==> src/rtl/core/idd_pkg.sv <==
package idd_pkg;

   // Field widths of the two channels.
   localparam int DATE_W  = 27;
   localparam int COUNT_W = 22;
   localparam int YEAR_W  = 14;
   localparam int ORD_W   = 23;

   // Register stages: eight in each lane, two in the merge stage.
   localparam int LANE_LATENCY  = 8;
   localparam int MERGE_LATENCY = 2;
   localparam int PIPE_LATENCY  = LANE_LATENCY + MERGE_LATENCY;

   // Reciprocals of 100, scaled so that the estimate is never more than one low.
   localparam logic [27:0] RECIP_DATE  = 28'd171798691;  // floor(2^34 / 100)
   localparam int          SHIFT_DATE  = 34;
   localparam logic [21:0] RECIP_MONTH = 22'd2684354;    // floor(2^28 / 100)
   localparam int          SHIFT_MONTH = 28;
   localparam logic [14:0] RECIP_YEAR  = 15'd20971;      // floor(2^21 / 100)
   localparam int          SHIFT_YEAR  = 21;

   localparam logic [6:0] MONTH_FIRST = 7'd1;
   localparam logic [6:0] MONTH_LAST  = 7'd12;
   localparam logic [6:0] MONTH_FEB   = 7'd2;

   typedef struct packed {
      logic [DATE_W-1:0] first_date;
      logic [DATE_W-1:0] second_date;
   } req_type;

   typedef struct packed {
      logic [COUNT_W-1:0] day_count;
      logic               bad_date;
   } rsp_type;

   // What one lane hands to the merge stage.
   typedef struct packed {
      logic [ORD_W-1:0] ordinal;
      logic             bad;
   } lane_out_type;

   // Days before the start of each month in a common year.
   function automatic logic [8:0] days_before(input logic [3:0] month);
      logic [8:0] days;
      case (month)
         4'd2:    days = 9'd31;
         4'd3:    days = 9'd59;
         4'd4:    days = 9'd90;
         4'd5:    days = 9'd120;
         4'd6:    days = 9'd151;
         4'd7:    days = 9'd181;
         4'd8:    days = 9'd212;
         4'd9:    days = 9'd243;
         4'd10:   days = 9'd273;
         4'd11:   days = 9'd304;
         4'd12:   days = 9'd334;
         default: days = 9'd0;
      endcase
      return days;
   endfunction

endpackage

==> src/rtl/core/idd_merge.sv <==
module idd_merge (
   input  logic                   clock,
   input  idd_pkg::lane_out_type  lane_a,
   input  idd_pkg::lane_out_type  lane_b,
   output idd_pkg::rsp_type       rsp
);

   localparam int OW = idd_pkg::ORD_W;
   localparam int CW = idd_pkg::COUNT_W;

   logic [OW-1:0]     diff_ff, diff_in;
   logic              bad_ff, bad_in;
   idd_pkg::rsp_type  rsp_ff, rsp_in;

   always_comb begin
      if (lane_a.ordinal > lane_b.ordinal) begin
         diff_in = lane_a.ordinal - lane_b.ordinal;
      end else begin
         diff_in = lane_b.ordinal - lane_a.ordinal;
      end
      bad_in = lane_a.bad || lane_b.bad;
   end

   // Inclusive count saturates at the largest value the field can hold.
   always_comb begin
      if (diff_ff >= OW'({CW{1'b1}})) begin
         rsp_in.day_count = {CW{1'b1}};
      end else begin
         rsp_in.day_count = CW'(diff_ff + OW'(1));
      end
      rsp_in.bad_date = bad_ff;
   end

   always_ff @(posedge clock) begin
      diff_ff <= diff_in;
      bad_ff  <= bad_in;
      rsp_ff  <= rsp_in;
   end

   assign rsp = rsp_ff;

endmodule

==> config.mk <==
export PLATFORM = sky130hd
export DESIGN_NAME = idd_merge
export DESIGN_NICKNAME = d
export VERILOG_FILES = /design/src/rtl/core/idd_pkg.sv /design/src/rtl/core/idd_merge.sv
export SDC_FILE = /design/constraint.sdc
export NUM_CORES = 1
export LEC_CHECK = 0
export CAP_MARGIN = 20
export CORE_MARGIN = 5
export CORE_UTILIZATION = 30
export DETAILED_ROUTE_END_ITERATION = 6
export DONT_BUFFER_PORTS = 1
export PLACE_DENSITY = 0.56
export SYNTH_ARGS = -nofsm -noshare
export SYNTH_HDL_FRONTEND = slang
export SYNTH_SLANG_ARGS = --single-unit
==> constraint.sdc <==
create_clock -name clock -period 2 [get_ports clock]
set_input_delay 0.1 -clock clock [delete_from_list [all_inputs] [get_ports clock]]
set_output_delay 0.1 -clock clock [all_outputs]
set_load 0.05 [all_outputs]
==> results.tsv, run 1 <==
stage	metric	value	unit
critical_path	CP top delay family	compound AO/OA/AOI/OAI gates	
synthesis	Synth Register Bits	47	
synthesis	post-synth top area cell	dfxtp_1	
critical_path	crit-path cells	inv_1, ha_1, nand2_1, o21ai_0, nand2_1, o211a_1, a21bo_4, buf_12, buf_4, mux2i_1, xnor2_1	
min_path	Hold WC Path Type	in2reg	
die	Die ar.	15200	sq um
clock_network	clock latency on the worst-skew pair	290	ps
place	dpl ws	-282	ps
synthesis	synth warn	0	
die	IO Pins	72	
clock_network	clk buf depth	2	
synthesis	Post-Synthesis Cells	491	
finish	Ant. Diodes	0	
power	Power Internal	2.40	mW
drt	Via Count	3520	
global_route	first-pass GRT wire length	17000	microns
synthesis	synth top area cells	dfxtp_1 (24%), ha_1 (15%), a21oi_1 (7.0%)	
clock_network	CTS Root Cell	clkbuf_16	
critical_path	Setup crit start kind	input port	
place	placed insts	738	
timing	Final Cycle Share	96.1	%
die	Die X	123	microns
finish	Final Non-Filler Cells	752	
die	Initial Utilization	30.6	%
timing	Setup Skew	6.62	ps
timing	minimum clock period	1920	ps
timing	Slew headroom	67.3	%
critical_path	Worst EP required	2210	ps
synthesis	Distinct cells, synth	50	
place	placed cell area	4660	sq um
critical_path	critical path's largest stage delay	410	ps
global_route	Congestion Overflow GR	0	
global_route	largest net degree at the start of global routing	22	
timing	Final Setup Violations	0	
power	Logic pwr share	32.7	%
drt	First-pass DRT Iterations	4	
drt	Post-Route WL	10600	microns
power	Sequential Power Share	46.4	%
power	P_sw	1.64	mW
synthesis	area of the mapped netlist	3840	sq um
synthesis	synth cell count leaders	a21oi_1 (54), nand2_1 (54), inv_1 (52)	
drt	Via-to-Cell Ratio	4.68	
place	buffers added on ports	0	
timing	Fin Hold WS	46.3	ps
die	die height	123	microns
power	Pwr Total	4.03	mW
timing	Worst Tran Pin Value	490	ps
job	max_cap viols	0	
die	std cell rows	41	
clock_network	CTS tree	built	
place	global placement routability congestion	0.912	
die	total core area	12600	sq um
critical_path	crit path DAT	2130	ps
power	pwr dens	820	nW/um^2
timing	maximum clock rate	521	MHz
critical_path	CP most frequent cell	nand2_1	
finish	layout cell share with drive strength beyond 1	20.7	%
critical_path	CP bufs+invs	3	
global_route	Total GRT Usage	14.0	%
synthesis	share of the synthesized area in the top cell type	24.5	%
finish	NumNets Final	676	
run_status	status	finished clean	
synthesis	Syn Nets	588	
critical_path	CP Capture Type	register	
clock_network	H-tree levels	2	
synthesis	synthesized area per cell	7.82	sq um
clock_network	TritonCTS buffer count	5	
timing	Final Hold Viols	0	
drt	Post-DRT Antenna Nets	0	
power	Peak VDD IR	0.000338	V
drt	WL/cell	14.2	microns
synthesis	ys async rst share	0	%
clock_network	Worst-path clk slew	50	ps
finish	Final Cell Area	4920	sq um
timing	Final Max Slew Viols	0	
timing	min setup slack post-route	78.8	ps
synthesis	Post-synth top flop	dfxtp_1	
power	Static Leak	2.40	nW
power	Sw Ratio	40.6	%
clock_network	Clock Sinks	47	
finish	Area Overhead vs Synth	28.0	%
critical_path	slowest cell on the critical path	ha_1	
drt	DRC Markers	0	
synthesis	number of enable flip-flop cells after synthesis	0	
global_route	number of global-route vias before repair	3537	
critical_path	Max FO, Critical Path	11	
power	clock share of power	20.9	%
synthesis	sequential element share of the synthesized area	24.5	%
global_route	initial antenna violation count	0	
critical_path	Worst Setup Path Type	in2reg	
drt	number of DRC markers in iteration 0	204	
place	hpwl dp	9310	microns
[per-layer routing]
metal | GRT usage [%] | share of wire (%)
met1 | 18.4 | 47
met2 | 23.9 | 46
met3 | 2.33 | 6.3
met4 | 3.11 | 1.2
met5 | 0 | 0
[path summary, 6_finish.rpt]
| kind | start | endpoint | slack (ps) | depth (start not counted) |
|---|---|---|---|---|
| worst max register to register | diff_ff[0] | rsp[6] | 320 | 8 |
| worst min register to register | bad_ff | rsp[0] | 340 | 0 |
| worst max-delay path | lane_a[14] | diff_ff[4] | 80 | 11 |
| worst min-delay path | lane_b[1] | diff_ff[0] | 50 | 2 |
[logic make-up after synthesis]
| logic type | Yosys count | synth area share (%) |
|---|---|---|
| multiplexers | 19 | 4.95 |
| AND/OR/NAND/NOR | 133 | 16.5 |
| buffers and inverters | 71 | 8.18 |
| XOR/XNOR | 38 | 8.66 |
| flip-flops | 47 | 24.5 |
| adder cells (fa/ha/maj) | 48 | 16.0 |
| AO/OA/AOI/OAI | 135 | 21.2 |
[cells in the final DEF (no fill, tap or decap), types with 2 or more instances in the layout]
master / n
buf_4: 96
nand2_1: 54
a21oi_1: 53
inv_1: 52
dfxtp_1: 47
ha_1: 45
o21ai_0: 30
nor2_1: 28
xor2_1: 23
mux2i_1: 17
xnor2_1: 14
nand4_1: 11
a21o_1: 10
nand3_1: 9
and3_1: 7
nand2b_1: 6
o21bai_1: 5
o21a_1: 5
clkbuf_16: 5
o31ai_1: 4
nor2b_1: 4
o21ai_1: 4
nand3b_1: 3
a21boi_0: 3
a211oi_1: 3
a31oi_1: 3
a21oi_2: 2
a221oi_1: 2
o221ai_1: 2
mux2i_2: 2
fa_1: 2
clkbuf_8: 2
dlygate4sd3_1: 2
buf_12: 2
[power groups by stage]
| stage | Clock (mW) | Sequential [mW] | Combinational, mW |
|---|---|---|---|
| 3_5_place_dp | 0 | 1.90 | 1.27 |
| 6_report | 0.841 | 1.87 | 1.32 |
| 5_1_grt | 0.899 | 1.91 | 1.46 |
| 3_3_place_gp | 0 | 1.89 | 1.27 |
| 4_1_cts | 0.861 | 1.88 | 1.28 |
| 2_1_floorplan | 0 | 1.84 | 0.815 |
[final cells by class]
| type | instances | area [sq um] |
|---|---|---|
| Clock buffer | 8 | 156 |
| Fill cell | 1317 | 7650 |
| Inverter | 52 | 195 |
| Multi-Input combinational cell | 373 | 2630 |
| Sequential cell | 47 | 941 |
| Tap cell | 172 | 215 |
| Timing Repair Buffer | 100 | 781 |
[timing repair]
item | 4_1_cts | 5_1_grt
setup endpoints to repair | 0 | 16
resized for setup | 0 | 9
buffers inserted | 0 | 4
hold buffers | 2 | 0
hold endpoints to repair | 1 | 0
[metrics by stage]
| stage | TNS, ps | util [%] |
|---|---|---|
| after detailed placement | -4020 | 37.0 |
| after CTS | 0 | 38.4 |
| after floorplan | 0 | - |
| final | 0 | 39.1 |
| after global routing | -2.70 | 39.1 |
| after global placement | -4130 | 37.0 |
[flip-flops by register name (all words and copies together) (netlist names)]
name / flops
diff_ff: 23
bad_ff: 1
rsp: 23
(Power assumes the default switching activity.)
==> inputs of run 2 (changes only) <==
Settings changed: PLACE_DENSITY 0.56 to 0.55.
Clock period 2 ns to 2.49 ns, I/O delays scaled along.
==> results.tsv, run 2 (synthesis results as in run 1) <==
stage	metric	value	unit
critical_path	R2R Setup Slk	650	ps
power	Sw Ratio	42.4	%
finish	Area Overhead vs Synth	11.2	%
critical_path	cells on worst reg2reg path	9	
timing	Slew headroom	58.0	%
timing	setup TNS	0	ps
critical_path	Worst R2R End	rsp[6]	
place	global placement routability congestion	0.862	
power	Power Internal	1.73	mW
finish	Ant. Diodes	0	
place	buffers added on ports	0	
drt	WL/cell	14.8	microns
critical_path	CP Capture Type	register	
clock_network	CTS tree	built	
timing	Setup Skew	6.52	ps
global_route	number of global-route vias before repair	3361	
power	Peak VDD IR	0.000299	V
clock_network	TritonCTS buffer count	5	
die	total core area	12600	sq um
clock_network	CTS Root Cell	clkbuf_16	
min_path	hold path depth	2	
die	Die X	123	microns
drt	Post-DRT Antenna Nets	0	
die	Initial Utilization	30.6	%
run_status	status	finished clean	
power	P_sw	1.27	mW
min_path	Min-Delay Startpoint	lane_b[1]	
critical_path	worst r2r src	diff_ff[0]	
power	clock share of power	20.4	%
place	placed cell area	4110	sq um
timing	maximum clock rate	444	MHz
drt	DRC Markers	0	
finish	most frequent cells in the layout	a21oi_1 (54), nand2_1 (54), inv_1 (52)	
global_route	Total GRT Usage	13.5	%
finish	NumNets Final	598	
clock_network	clk buf depth	2	
global_route	initial antenna violation count	0	
critical_path	Setup crit start kind	input port	
timing	Final Cycle Share	90.5	%
clock_network	H-tree levels	2	
drt	First-pass DRT Iterations	6	
timing	unrepaired setup endpoints after global routing	no	
place	placed insts	664	
drt	Via-to-Cell Ratio	4.93	
drt	number of DRC markers in iteration 0	198	
finish	layout cell share with drive strength beyond 1	6.77	%
clock_network	Clock Sinks	47	
die	Die ar.	15200	sq um
drt	Post-Route WL	9970	microns
critical_path	Max FO, Critical Path	9	
timing	min setup slack post-route	236	ps
die	IO Pins	72	
min_path	Hold WC Path Type	in2reg	
finish	post-layout util	34.0	%
critical_path	crit path DAT	2440	ps
timing	Fin Hold WS	71.9	ps
finish	Final Cell Area	4270	sq um
finish	Final Non-Filler Cells	674	
die	std cell rows	41	
job	max_cap viols	0	
power	Pwr Total	2.99	mW
power	Static Leak	2.00	nW
place	hpwl dp	8590	microns
timing	Worst Tran Pin Value	630	ps
clock_network	clock latency on the worst-skew pair	280	ps
global_route	largest net degree at the start of global routing	22	
timing	Final Setup Violations	0	
drt	Via Count	3325	
power	Logic pwr share	29.2	%
power	pwr dens	701	nW/um^2
die	die height	123	microns
place	dpl ws	-67.3	ps
critical_path	Worst EP required	2670	ps
global_route	first-pass GRT wire length	16300	microns
timing	Final Max Slew Viols	0	
clock_network	Worst-path clk slew	60	ps
clock_network	cts repair resizes	0	
global_route	Congestion Overflow GR	0	
power	Sequential Power Share	50.4	%
timing	Final Hold Viols	0	
timing	minimum clock period	2250	ps
min_path	hold endpoint	diff_ff[0]	
critical_path	Worst Setup Path Type	in2reg	
run 2: cell types whose count changed in the layout (fill, tap and decap cells not counted), sizes merged:
cell and change:
clkinv +1, buf -78, clkbuf -1
run 2: final cells by class:
cell class | count | area (sq um)
timing repair buffer | 22 | 195
sequential | 47 | 941
clock buffer | 7 | 133
tap | 172 | 215
inverter | 52 | 195
fill | 1315 | 8300
clock inverter | 1 | 5.00
multi-input combinational | 373 | 2590
run 2: worst max path at each step:
stage | startpoint | to
2_1_floorplan | lane_a[19] | diff_ff[17]
3_3_place_gp | lane_a[17] | diff_ff[13]
3_5_place_dp | lane_a[17] | diff_ff[13]
4_1_cts | lane_a[17] | diff_ff[13]
5_1_grt | lane_a[17] | diff_ff[14]
6_report | lane_a[17] | diff_ff[14]
run 2: timing repair:
| action | in CTS | in global routing |
|---|---|---|
| endpoints found under the hold margin | 1 | 0 |
| buffers inserted | 0 | 0 |
| hold buffers | 2 | 0 |
run 2: worst max-delay path: stages:
cell      delay, ps
inv_1            20
ha_1            420
a21oi_1         260
o21ai_1         140
a221oi_1        600
a21bo_4         250
buf_12          140
mux2i_1         220
xor2_1          240
run 2: power groups by stage:
stage	Sequential (mW)	Combinational [mW]	Clock, mW
2_1_floorplan	1.48	0.655	0
3_3_place_gp	1.52	0.872	0
3_5_place_dp	1.53	0.872	0
4_1_cts	1.51	0.879	0.635
5_1_grt	1.54	0.985	0.671
6_report	1.51	0.875	0.610
run 2: per-layer routing:
layer	wire length (microns)	up-vias	part of all wire [%]	GRT usage (%)
met5	0	-	0	0
met4	129	0	1.3	3.04
met3	529	10	5.3	2.06
met2	4650	88	47	22.8
met1	4670	1527	47	18.1
li1	-	1700	-	-
==> inputs of run 3 (changes only) <==
Settings changed: GPL_TIMING_DRIVEN from default to 0.
==> results.tsv, run 3 (synthesis results as in run 1) <==
stage	metric	value	unit
power	Pwr Total	3.01	mW
drt	Post-DRT Antenna Nets	0	
timing	Setup Skew	1.91	ps
die	Initial Utilization	30.6	%
clock_network	postcts setup bufs	0	
die	die height	123	microns
power	pwr dens	712	nW/um^2
place	placed insts	663	
global_route	Congestion Overflow GR	0	
timing	Final Cycle Share	88.9	%
finish	fillers	1339	
timing	Final Max Slew Viols	0	
global_route	Total GRT Usage	12.7	%
clock_network	Clock Sinks	47	
finish	Ant. Diodes	0	
finish	NumNets Final	597	
drt	First-pass DRT Iterations	4	
die	Die ar.	15200	sq um
timing	Fin Hold WS	58.6	ps
timing	Slew headroom	64.1	%
global_route	largest net degree at the start of global routing	14	
place	dpl ws	-6.81	ps
timing	setup TNS	0	ps
timing	Final Setup Violations	0	
timing	Final Hold Viols	0	
clock_network	Worst-path clk slew	60	ps
power	Static Leak	1.99	nW
finish	most frequent cells in the layout	a21oi_1 (54), nand2_1 (54), inv_1 (52)	
critical_path	CP Capture Type	register	
critical_path	Setup crit start kind	input port	
critical_path	Worst EP required	2680	ps
finish	Final Non-Filler Cells	673	
clock_network	clock latency on the worst-skew pair	280	ps
global_route	initial antenna violation count	0	
timing	Worst Tran Pin Value	534	ps
clock_network	H-tree levels	2	
critical_path	Max FO, Critical Path	4	
drt	DRC Markers	0	
die	std cell rows	41	
critical_path	critical path's largest stage delay	480	ps
finish	post-layout util	33.7	%
min_path	Hold WC Path Type	in2reg	
place	placed cell area	4060	sq um
clock_network	clk buf depth	2	
timing	minimum clock period	2210	ps
critical_path	crit-path cells	inv_1, ha_1, fa_1, o21ai_0, a21oi_1, o21ai_0, a21oi_1, mux2i_1, xor2_1	
critical_path	crit path DAT	2400	ps
drt	Via Count	3227	
drt	number of DRC markers in iteration 0	190	
global_route	first-pass GRT wire length	15400	microns
finish	Area Overhead vs Synth	10.2	%
clock_network	CTS Hold Bufs	2	
global_route	number of global-route vias before repair	3190	
drt	WL/cell	14.6	microns
clock_network	CTS Root Cell	clkbuf_16	
drt	Via-to-Cell Ratio	4.79	
run_status	status	finished clean	
critical_path	Worst Setup Path Type	in2reg	
clock_network	cts repair resizes	0	
die	Die X	123	microns
finish	layout cell share with drive strength beyond 1	6.39	%
drt	Post-Route WL	9790	microns
clock_network	TritonCTS buffer count	5	
timing	min setup slack post-route	278	ps
timing	maximum clock rate	452	MHz
power	Peak VDD IR	0.000280	V
critical_path	slowest cell on the critical path	o21ai_0	
die	total core area	12600	sq um
timing	unrepaired setup endpoints after global routing	no	
finish	Final Cell Area	4230	sq um
clock_network	CTS tree	built	
place	global placement routability congestion	0.864	
job	max_cap viols	0	
place	buffers added on ports	0	
place	hpwl dp	8410	microns
die	IO Pins	72	
## run 3: changes by cell type in the layout (fill, tap and decap cells not counted)
cell      before  now
buf_12         2    0
clkinv_2       1    0
buf_6          0    3
clkbuf_8       0    2
buf_4         18    3
clkbuf_1       2    3
buf_2          0   11
## run 3: cell type report
type | instances | area, sq um | share of cell area, %
Multi-Input combinational cell | 373 | 2590 | 61.1
Sequential cell | 47 | 941 | 22.2
Tap cell | 172 | 215 | 5.08
Inverter | 52 | 195 | 4.61
Clock buffer | 8 | 156 | 3.69
Buffer | 19 | 119 | 2.81
Timing Repair Buffer | 2 | 20.0 | 0.473
## run 3: worst paths after layout
path	depth (start not counted)	end	startpoint	slack [ps]
worst min register to register	0	rsp[0]	bad_ff	330
worst min-delay path	2	diff_ff[0]	lane_b[1]	60
worst max-delay path	9	diff_ff[14]	lane_a[1]	280
worst max register to register	8	rsp[4]	diff_ff[0]	450
## run 3: critical path, delay by kind of cell
kind / cells / cell delay, ps
xor gates and xnor gates: 1 / 220
AOI/OAI and AO/OA: 4 / 1250
adders and majority gates: 2 / 600
muxes: 1 / 180
buffers and inverters: 1 / 20
## run 3: power breakdown
part           switching, mW  total [mW]  internal [mW]
Sequential             0.522        1.50          0.976
Combinational          0.496       0.847          0.350
Clock                  0.241       0.667          0.426
Total                   1.26        3.01           1.75
## run 3: per-layer routing
| metal | routed length [microns] | track usage [%] | vias to the layer above |
|---|---|---|---|
| met5 | 0 | 0 | - |
| met4 | 129 | 3.11 | 0 |
| met3 | 622 | 2.20 | 10 |
| met2 | 4490 | 21.4 | 79 |
| met1 | 4550 | 16.9 | 1441 |
| li1 | - | - | 1697 |
